`src/rtl/checksummed_frame_deframer_core_assert.svh`:
```
// Assertion macros for the deframer RTL; cfd_parser uses them.
`ifndef CHECKSUMMED_FRAME_DEFRAMER_CORE_ASSERT_SVH
`define CHECKSUMMED_FRAME_DEFRAMER_CORE_ASSERT_SVH

// Clocked on aclk and quiet while aresetn is low.
`define CFD_ASSERT(label, prop, msg) \
    label: assert property (@(posedge aclk) disable iff (!aresetn) prop) else $error(msg);

// Clocked on aclk and also checked during reset.
`define CFD_ASSERT_ALWAYS(label, prop, msg) \
    label: assert property (@(posedge aclk) prop) else $error(msg);

`endif

```
`src/rtl/cfd_pkg.sv`:
```
package cfd_pkg;

    // Default largest accepted payload length, in bytes.
    localparam int unsigned MAX_PAYLOAD_DEF = 1024;

    // Start byte value after reset.
    localparam logic [7:0] START_BYTE_RESET = 8'h01;

    // Parser phases, in frame order.
    typedef enum logic [3:0] {
        PH_HUNT    = 4'd0,
        PH_ID_HI   = 4'd1,
        PH_ID_LO   = 4'd2,
        PH_LEN_HI  = 4'd3,
        PH_LEN_LO  = 4'd4,
        PH_KIND_HI = 4'd5,
        PH_KIND_LO = 4'd6,
        PH_CKH     = 4'd7,
        PH_DATA    = 4'd8,
        PH_CKD     = 4'd9
    } phase_t;

    typedef enum logic [2:0] {
        ERR_NONE       = 3'd0,
        ERR_HDR_CKSUM  = 3'd1,
        ERR_LENGTH     = 3'd2,
        ERR_DATA_CKSUM = 3'd3,
        ERR_LINE       = 3'd4
    } err_code_t;

    // One result item as it travels from the parser to the output register.
    typedef struct packed {
        logic        payload_valid;
        logic [7:0]  payload_byte;
        logic [9:0]  payload_index;
        logic        header_done;
        logic        frame_done;
        err_code_t   error_code;
        logic [15:0] frame_ident;
        logic [10:0] frame_length;
        logic [15:0] frame_kind;
    } result_t;

endpackage

```
`src/rtl/cfd_parser.sv`:
```
`include "checksummed_frame_deframer_core_assert.svh"

module cfd_parser import cfd_pkg::*; #(
    parameter int unsigned MAX_PAYLOAD = MAX_PAYLOAD_DEF
) (
    input  logic       aclk,
    input  logic       aresetn,
    input  logic       take,
    input  logic [7:0] rx_byte,
    input  logic       line_error,
    input  logic [7:0] start_byte,
    output result_t    result
);

    localparam logic [16:0] MaxLen = 17'(MAX_PAYLOAD);

    phase_t      phase_reg, phase_next;
    logic [7:0]  hxor_reg, hxor_next;
    logic [15:0] ident_reg, ident_next;
    logic [15:0] length_reg, length_next;
    logic [15:0] kind_reg, kind_next;
    logic [15:0] count_reg, count_next;
    logic [7:0]  pxor_reg, pxor_next;

    logic        hdr_ok;
    logic        len_ok;
    logic        data_ok;
    logic        is_start;
    logic [15:0] count_inc;
    logic        last_byte;

    assign hdr_ok    = (rx_byte == ~hxor_reg);
    assign len_ok    = ({1'b0, length_reg} <= MaxLen);
    assign data_ok   = (rx_byte == ~pxor_reg);
    assign is_start  = (rx_byte == start_byte);
    assign count_inc = count_reg + 16'd1;
    assign last_byte = (count_inc >= length_reg);

    // Next phase.
    always_comb begin
        phase_next = phase_reg;
        if (line_error) begin
            phase_next = PH_HUNT;
        end else begin
            unique case (phase_reg)
                PH_HUNT:    phase_next = is_start ? PH_ID_HI : PH_HUNT;
                PH_ID_HI:   phase_next = PH_ID_LO;
                PH_ID_LO:   phase_next = PH_LEN_HI;
                PH_LEN_HI:  phase_next = PH_LEN_LO;
                PH_LEN_LO:  phase_next = PH_KIND_HI;
                PH_KIND_HI: phase_next = PH_KIND_LO;
                PH_KIND_LO: phase_next = PH_CKH;
                PH_CKH: begin
                    if (!hdr_ok || !len_ok) begin
                        phase_next = PH_HUNT;
                    end else begin
                        phase_next = (length_reg != 16'd0) ? PH_DATA : PH_CKD;
                    end
                end
                PH_DATA:    phase_next = last_byte ? PH_CKD : PH_DATA;
                PH_CKD:     phase_next = PH_HUNT;
                default:    phase_next = PH_HUNT;
            endcase
        end
    end

    // Field capture, running checksums and the result item.
    always_comb begin
        hxor_next   = hxor_reg;
        ident_next  = ident_reg;
        length_next = length_reg;
        kind_next   = kind_reg;
        count_next  = count_reg;
        pxor_next   = pxor_reg;
        result      = '0;

        if (line_error) begin
            result.error_code = ERR_LINE;
            hxor_next   = '0;
            ident_next  = '0;
            length_next = '0;
            kind_next   = '0;
            count_next  = '0;
            pxor_next   = '0;
        end else begin
            unique case (phase_reg)
                PH_HUNT: begin
                    if (is_start) begin
                        hxor_next   = rx_byte;
                        ident_next  = '0;
                        length_next = '0;
                        kind_next   = '0;
                        count_next  = '0;
                        pxor_next   = '0;
                    end
                end
                PH_ID_HI, PH_ID_LO: begin
                    hxor_next  = hxor_reg ^ rx_byte;
                    ident_next = {ident_reg[7:0], rx_byte};
                end
                PH_LEN_HI, PH_LEN_LO: begin
                    hxor_next   = hxor_reg ^ rx_byte;
                    length_next = {length_reg[7:0], rx_byte};
                end
                PH_KIND_HI, PH_KIND_LO: begin
                    hxor_next = hxor_reg ^ rx_byte;
                    kind_next = {kind_reg[7:0], rx_byte};
                end
                PH_CKH: begin
                    if (!hdr_ok || !len_ok) begin
                        result.error_code = hdr_ok ? ERR_LENGTH : ERR_HDR_CKSUM;
                        hxor_next   = '0;
                        ident_next  = '0;
                        length_next = '0;
                        kind_next   = '0;
                        count_next  = '0;
                        pxor_next   = '0;
                    end else begin
                        result.header_done  = 1'b1;
                        result.frame_ident  = ident_reg;
                        result.frame_length = length_reg[10:0];
                        result.frame_kind   = kind_reg;
                        count_next = '0;
                        pxor_next  = '0;
                    end
                end
                PH_DATA: begin
                    result.payload_valid = 1'b1;
                    result.payload_byte  = rx_byte;
                    result.payload_index = count_reg[9:0];
                    result.frame_ident   = ident_reg;
                    result.frame_length  = length_reg[10:0];
                    result.frame_kind    = kind_reg;
                    pxor_next  = pxor_reg ^ rx_byte;
                    count_next = count_inc;
                end
                PH_CKD: begin
                    result.frame_ident  = ident_reg;
                    result.frame_length = length_reg[10:0];
                    result.frame_kind   = kind_reg;
                    if (data_ok) begin
                        result.frame_done = 1'b1;
                    end else begin
                        result.error_code = ERR_DATA_CKSUM;
                    end
                    hxor_next   = '0;
                    ident_next  = '0;
                    length_next = '0;
                    kind_next   = '0;
                    count_next  = '0;
                    pxor_next   = '0;
                end
                default: begin
                    hxor_next   = '0;
                    ident_next  = '0;
                    length_next = '0;
                    kind_next   = '0;
                    count_next  = '0;
                    pxor_next   = '0;
                end
            endcase
        end
    end

    always_ff @(posedge aclk) begin
        if (!aresetn) begin
            phase_reg  <= PH_HUNT;
            hxor_reg   <= '0;
            ident_reg  <= '0;
            length_reg <= '0;
            kind_reg   <= '0;
            count_reg  <= '0;
            pxor_reg   <= '0;
        end else if (take) begin
            phase_reg  <= phase_next;
            hxor_reg   <= hxor_next;
            ident_reg  <= ident_next;
            length_reg <= length_next;
            kind_reg   <= kind_next;
            count_reg  <= count_next;
            pxor_reg   <= pxor_next;
        end
    end

    `CFD_ASSERT(a_line_err_hunts, take && line_error |=> phase_reg == PH_HUNT && count_reg == 16'd0, "line error did not return to hunting")
    `CFD_ASSERT(a_hdr_to_body, take && result.header_done |=> phase_reg == PH_DATA || phase_reg == PH_CKD, "accepted header did not enter payload or data checksum")
    `CFD_ASSERT(a_count_in_range, phase_reg == PH_DATA |-> count_reg < length_reg, "payload counter ran past the frame length")
    `CFD_ASSERT_ALWAYS(a_one_event, $onehot0({result.payload_valid, result.header_done, result.frame_done, result.error_code != ERR_NONE}), "more than one event in a result item")

endmodule

```
`src/rtl/cfd_out_reg.sv`:
```
module cfd_out_reg import cfd_pkg::*; (
    input  logic    aclk,
    input  logic    aresetn,
    input  logic    in_valid,
    output logic    in_ready,
    input  result_t in_result,
    output logic    out_valid,
    input  logic    out_ready,
    output result_t out_result
);

    logic    valid_reg, valid_next;
    result_t result_reg;

    // A new item may enter when the register is empty or the held one leaves in the same cycle.
    assign in_ready   = !valid_reg || out_ready;
    assign valid_next = (in_valid && in_ready) || (valid_reg && !out_ready);

    always_ff @(posedge aclk) begin
        if (!aresetn) begin
            valid_reg <= 1'b0;
        end else begin
            valid_reg <= valid_next;
        end
    end

    always_ff @(posedge aclk) begin
        if (in_valid && in_ready) begin
            result_reg <= in_result;
        end
    end

    assign out_valid  = valid_reg;
    assign out_result = result_reg;

endmodule

```
`src/rtl/checksummed_frame_deframer_core.sv`:
```
// Frame deframer for a byte stream with header and data checksums.
// Input channel (s_valid/s_ready): one received byte per item, with a line
// error flag that drops the byte and sends the parser back to hunting.
// Result channel (m_valid/m_ready): exactly one result item per input item,
// carrying a payload byte and its index, header and frame completion flags,
// an error code, and the ID, length and type of the frame in progress.
// A result item is registered and shown on the cycle after its byte is
// accepted. Items are taken at one per cycle while the receiver does not
// stall; the parser state update and the single output register set that rate.
// The start byte register is written through cfg_wr_en/cfg_wr_data and
// should only be changed while the block is idle.
// When the receiver stalls, the output register holds its item and s_ready
// stays high only while that item leaves in the same cycle, so at most one
// result waits and nothing is lost.
// Reset (aresetn low, synchronous) empties the output register, puts the
// parser into the hunt phase with all fields cleared, and sets the start
// byte back to its reset value.
module checksummed_frame_deframer_core import cfd_pkg::*; #(
    parameter int unsigned MAX_PAYLOAD = MAX_PAYLOAD_DEF
) (
    input  logic        aclk,
    input  logic        aresetn,

    input  logic        cfg_wr_en,
    input  logic [7:0]  cfg_wr_data,

    input  logic        s_valid,
    output logic        s_ready,
    input  logic [7:0]  s_rx_byte,
    input  logic        s_line_error,

    output logic        m_valid,
    input  logic        m_ready,
    output logic        m_payload_valid,
    output logic [7:0]  m_payload_byte,
    output logic [9:0]  m_payload_index,
    output logic        m_header_done,
    output logic        m_frame_done,
    output logic [2:0]  m_error_code,
    output logic [15:0] m_frame_ident,
    output logic [10:0] m_frame_length,
    output logic [15:0] m_frame_kind
);

    logic [7:0] start_byte_reg;
    logic       take;
    result_t    parse_result;
    result_t    out_result;

    // The start byte is a plain write-only register.
    always_ff @(posedge aclk) begin
        if (!aresetn) begin
            start_byte_reg <= START_BYTE_RESET;
        end else if (cfg_wr_en) begin
            start_byte_reg <= cfg_wr_data;
        end
    end

    // The parser state advances exactly when an item is accepted.
    assign take = s_valid && s_ready;

    cfd_parser #(
        .MAX_PAYLOAD (MAX_PAYLOAD)
    ) u_parser (
        .aclk       (aclk),
        .aresetn    (aresetn),
        .take       (take),
        .rx_byte    (s_rx_byte),
        .line_error (s_line_error),
        .start_byte (start_byte_reg),
        .result     (parse_result)
    );

    // The output register decouples the receiver from the parser.
    cfd_out_reg u_out_reg (
        .aclk       (aclk),
        .aresetn    (aresetn),
        .in_valid   (s_valid),
        .in_ready   (s_ready),
        .in_result  (parse_result),
        .out_valid  (m_valid),
        .out_ready  (m_ready),
        .out_result (out_result)
    );

    assign m_payload_valid = out_result.payload_valid;
    assign m_payload_byte  = out_result.payload_byte;
    assign m_payload_index = out_result.payload_index;
    assign m_header_done   = out_result.header_done;
    assign m_frame_done    = out_result.frame_done;
    assign m_error_code    = out_result.error_code;
    assign m_frame_ident   = out_result.frame_ident;
    assign m_frame_length  = out_result.frame_length;
    assign m_frame_kind    = out_result.frame_kind;

endmodule
```
`config.mk`:
```
export PLATFORM = sky130hd
export DESIGN_NAME = checksummed_frame_deframer_core
export DESIGN_NICKNAME = d
export VERILOG_FILES = /design/src/rtl/cfd_pkg.sv /design/src/rtl/cfd_parser.sv /design/src/rtl/cfd_out_reg.sv /design/src/rtl/checksummed_frame_deframer_core.sv
export VERILOG_INCLUDE_DIRS = /design/src /design/src/rtl
export SDC_FILE = /design/constraint.sdc
export NUM_CORES = 1
export LEC_CHECK = 0
export ABC_AREA = 0
export BUFFER_PORTS_ARGS = -buffer_cell sky130_fd_sc_hd__clkbuf_2
export CAP_MARGIN = 20
export CORE_MARGIN = 2
export CORE_UTILIZATION = 50
export DETAILED_ROUTE_END_ITERATION = 8
export GPL_TIMING_DRIVEN = 0
export PLACE_DENSITY = 0.7
export SYNTH_ARGS = -nofsm -noshare
export SYNTH_HDL_FRONTEND = slang
export SYNTH_SLANG_ARGS = --single-unit
```
`constraint.sdc`:
```
create_clock -name aclk -period 4.5 [get_ports aclk]
set_clock_uncertainty 0.1 [all_clocks]
set_input_delay 0 -clock aclk [delete_from_list [all_inputs] [get_ports aclk]]
set_output_delay 0 -clock aclk [all_outputs]
set_load 0.01 [all_outputs]
```
==> results.cfg <==
[status]
status = finished, final reports clean

[drt]
firstDrtPassIters = 6
dr.max_layer_used = met4
routed_wl_mm = 17.45
wire_per_inst_um = 15.98
drc = 0
ant_nets = 0
wl_met2_mm = 8.119
via_per_inst = 5.417
first_iter_violations = 447
wl_met3_um = 771
dr_total_vias = 5915
m1WireLength_mm = 8.228

[worst_setup_path]
arrival_ps = 3460
crit_required_ps = 4720
endpoint_kind = flop
path_max_fanout = 7
critPathKind = flop to flop
startpoint_type = flop

[yosys]
ys_ff_latch = 160
netlist_top_cells_area = edfxtp_1 (26%), dfxtp_1 (24%), mux2i_1 (5.5%), and2_1 (5.0%), nand2_1 (4.0%)
synthArstFlopShare = 0
syn_avg_cell_area_um2 = 9.931
ys_warn_count = 0
synth_top_area_frac = 0.2645
syn-cell-area_mm2 = 0.007607
ys_types = 52
synth_top_area_cell = edfxtp_1
ys.flop_type = dfxtp_1
syn_inst = 766
synth.most_common_cell = dfxtp_1
synth.top_cells.by_count = dfxtp_1 (93), nand2_1 (82), edfxtp_1 (67), and2_1 (61), a21oi_1 (52)
synth-seq-area-share = 0.5092
synth_edf_count = 67
syn_nets = 805

[pwr]
ir_drop_uv = 255.3
power_density_mw_per_mm2 = 359.9
power.leakage_nw = 3.532

[cts]
cts_max_level = 4
cts_tree = yes
worst_skew_pair.late_latency_ps = 430
cts_root_buffer = clkbuf_16
path_clk_slew_ps = 60
cts_buffers = 17
post_cts_buffers = 0
clkSinkCount = 160
clockBufferDepth = 2

[flow_run]
maxCapViolations = 0

[timing]
finalCritPeriodShare = 0.7213
finalMaxSlewViolations = 0
fin_tns_setup_ps = 0
fmax_mhz = 308.1
worst_pin_slew_ps = 923.0
finalHoldViolCount = 0
max_slew_margin = 0.3846
setup_viol = 0
rsz0062_at_grt = false
finalCriticalPeriod_ps = 3246

[floorplanning]
die_area_mm2 = 0.01622
pin_count = 91
start_util = 0.5060
coreArea_mm2 = 0.01503
rows = 45
die_w_um = 127.3
dieHeight_um = 127.3

[placed_design]
gp_congestion = 0.8815
hpwl_mm = 11.64
io_buffers = 80
dpl_cell_area_mm2 = 0.008245
dp.cells = 1034

[global_route]
grt_pass1_vias = 5671
overflow = 0
antenna_found_initial = 0
grt_pass1_wl_mm = 28.64
grt_max_degree = 72
grtUsageTotal = 0.2249

[finish]
fin_cells = 1092
antennaDiodeCount = 0
nets = 930
syn_to_final_growth_pct = 19.95
largest_register_ffs = 67
layout-drive-gt1-share = 0.1670
final_area_mm2 = 0.009125

[worst_hold_path]
min_path_type = input pin to flop
stage by stage:
step                hold WS, ps  setup WS (ps)    util  total power [mW]
finish                    13.59           1254  0.6070             3.284
global route              35.06           1060  0.6070             3.386
CTS                       2.274           1288  0.6070             3.301
detailed placement        124.7           1305  0.5485             1.777
global placement          125.8          177.7  0.5483             1.777
floorplan                -1.131           1299       -             1.710
routing by layer:
layer	global-route usage	vias to the layer above
met3	0.04941	30
met1	0.3098	2817
met4	0.07692	0
li1	-	2924
met2	0.3533	144
met5	0	-
cell type report:
cell class              count  area [um2]
clock buffers              18       429.2
flip-flops and latches    160        3874
plain buffers              51       276.5
inverters                  22       97.59
multi-input cells         533        3362
fillers                  1263        5908
clock inverters            14       190.2
well taps                 188       235.2
repair buffers            106       660.6
layout by cell type, fill, tap and decap left out, types with 4 or more instances in the layout:
cell type / synthesis / routed
a21oi_1: 52 / 52
ha_1: 17 / 17
clkbuf_2: 0 / 80
o311ai_0: 8 / 8
nand2_1: 82 / 82
o21ai_0: 47 / 47
dlygate4sd3_1: 0 / 26
nor2_1: 44 / 44
edfxtp_1: 67 / 67
clkinvlp_4: 0 / 5
a21o_1: 8 / 8
nand4_1: 8 / 8
nand3b_1: 12 / 12
buf_2: 12 / 12
mux2i_1: 42 / 42
dfxtp_1: 93 / 93
inv_1: 21 / 20
nand2b_1: 12 / 12
clkbuf_16: 0 / 17
nor4_2: 4 / 4
and2_1: 61 / 61
nor3_1: 6 / 6
clkbuf_1: 29 / 30
bufinv_16: 0 / 4
nand3_1: 26 / 26
or3_1: 25 / 25
xor2_1: 13 / 13
buf_4: 4 / 4
nor4_1: 7 / 7
xnor2_1: 26 / 26
worst paths after layout:
| path | end | slack, ps | cells past startpoint | start |
|---|---|---|---|---|
| worst max-delay path | u_parser.phase_reg[0] | 1250 | 10 | u_parser.count_reg[0] |
| worst max register to register | u_parser.phase_reg[0] | 1250 | 10 | u_parser.count_reg[0] |
| worst min-delay path | start_byte_reg[4] | 10 | 3 | cfg_wr_en |
| worst min register to register | u_parser.ident_reg[15] | 350 | 2 | u_parser.ident_reg[15] |
power by group:
| group | internal (mW) | switching [mW] |
|---|---|---|
| sequential | 1.54 | 0.0125 |
| clock | 0.926 | 0.591 |
| combinational | 0.0804 | 0.129 |
| total | 2.55 | 0.733 |
worst max-delay path: stages (launching register included):
cell      delay [ps]
dfxtp_1          500
nand4_1          210
nor4_1           560
nand3_1          170
xnor2_1          220
ha_1             280
a21o_1           180
a21o_1           170
a211oi_1         230
a31oi_1          150
o311a_1          360
cells by family after synthesis:
kind of cell | after synthesis | share of synthesized area
buffers and inverters | 73 | 0.04885
DFF | 160 | 0.5092
xor gates and xnor gates | 39 | 0.04490
and+or+nand+nor | 308 | 0.2183
muxes | 42 | 0.05526
adders and majority gates | 17 | 0.02796
AOI/OAI and AO/OA | 127 | 0.09556
repair_timing:
item | in CTS | in global routing
hold endpoints to repair | 39 | 0
resized for setup | 0 | 0
hold buffers | 26 | 0
Note: power is estimated with default switching activity, not from simulation.
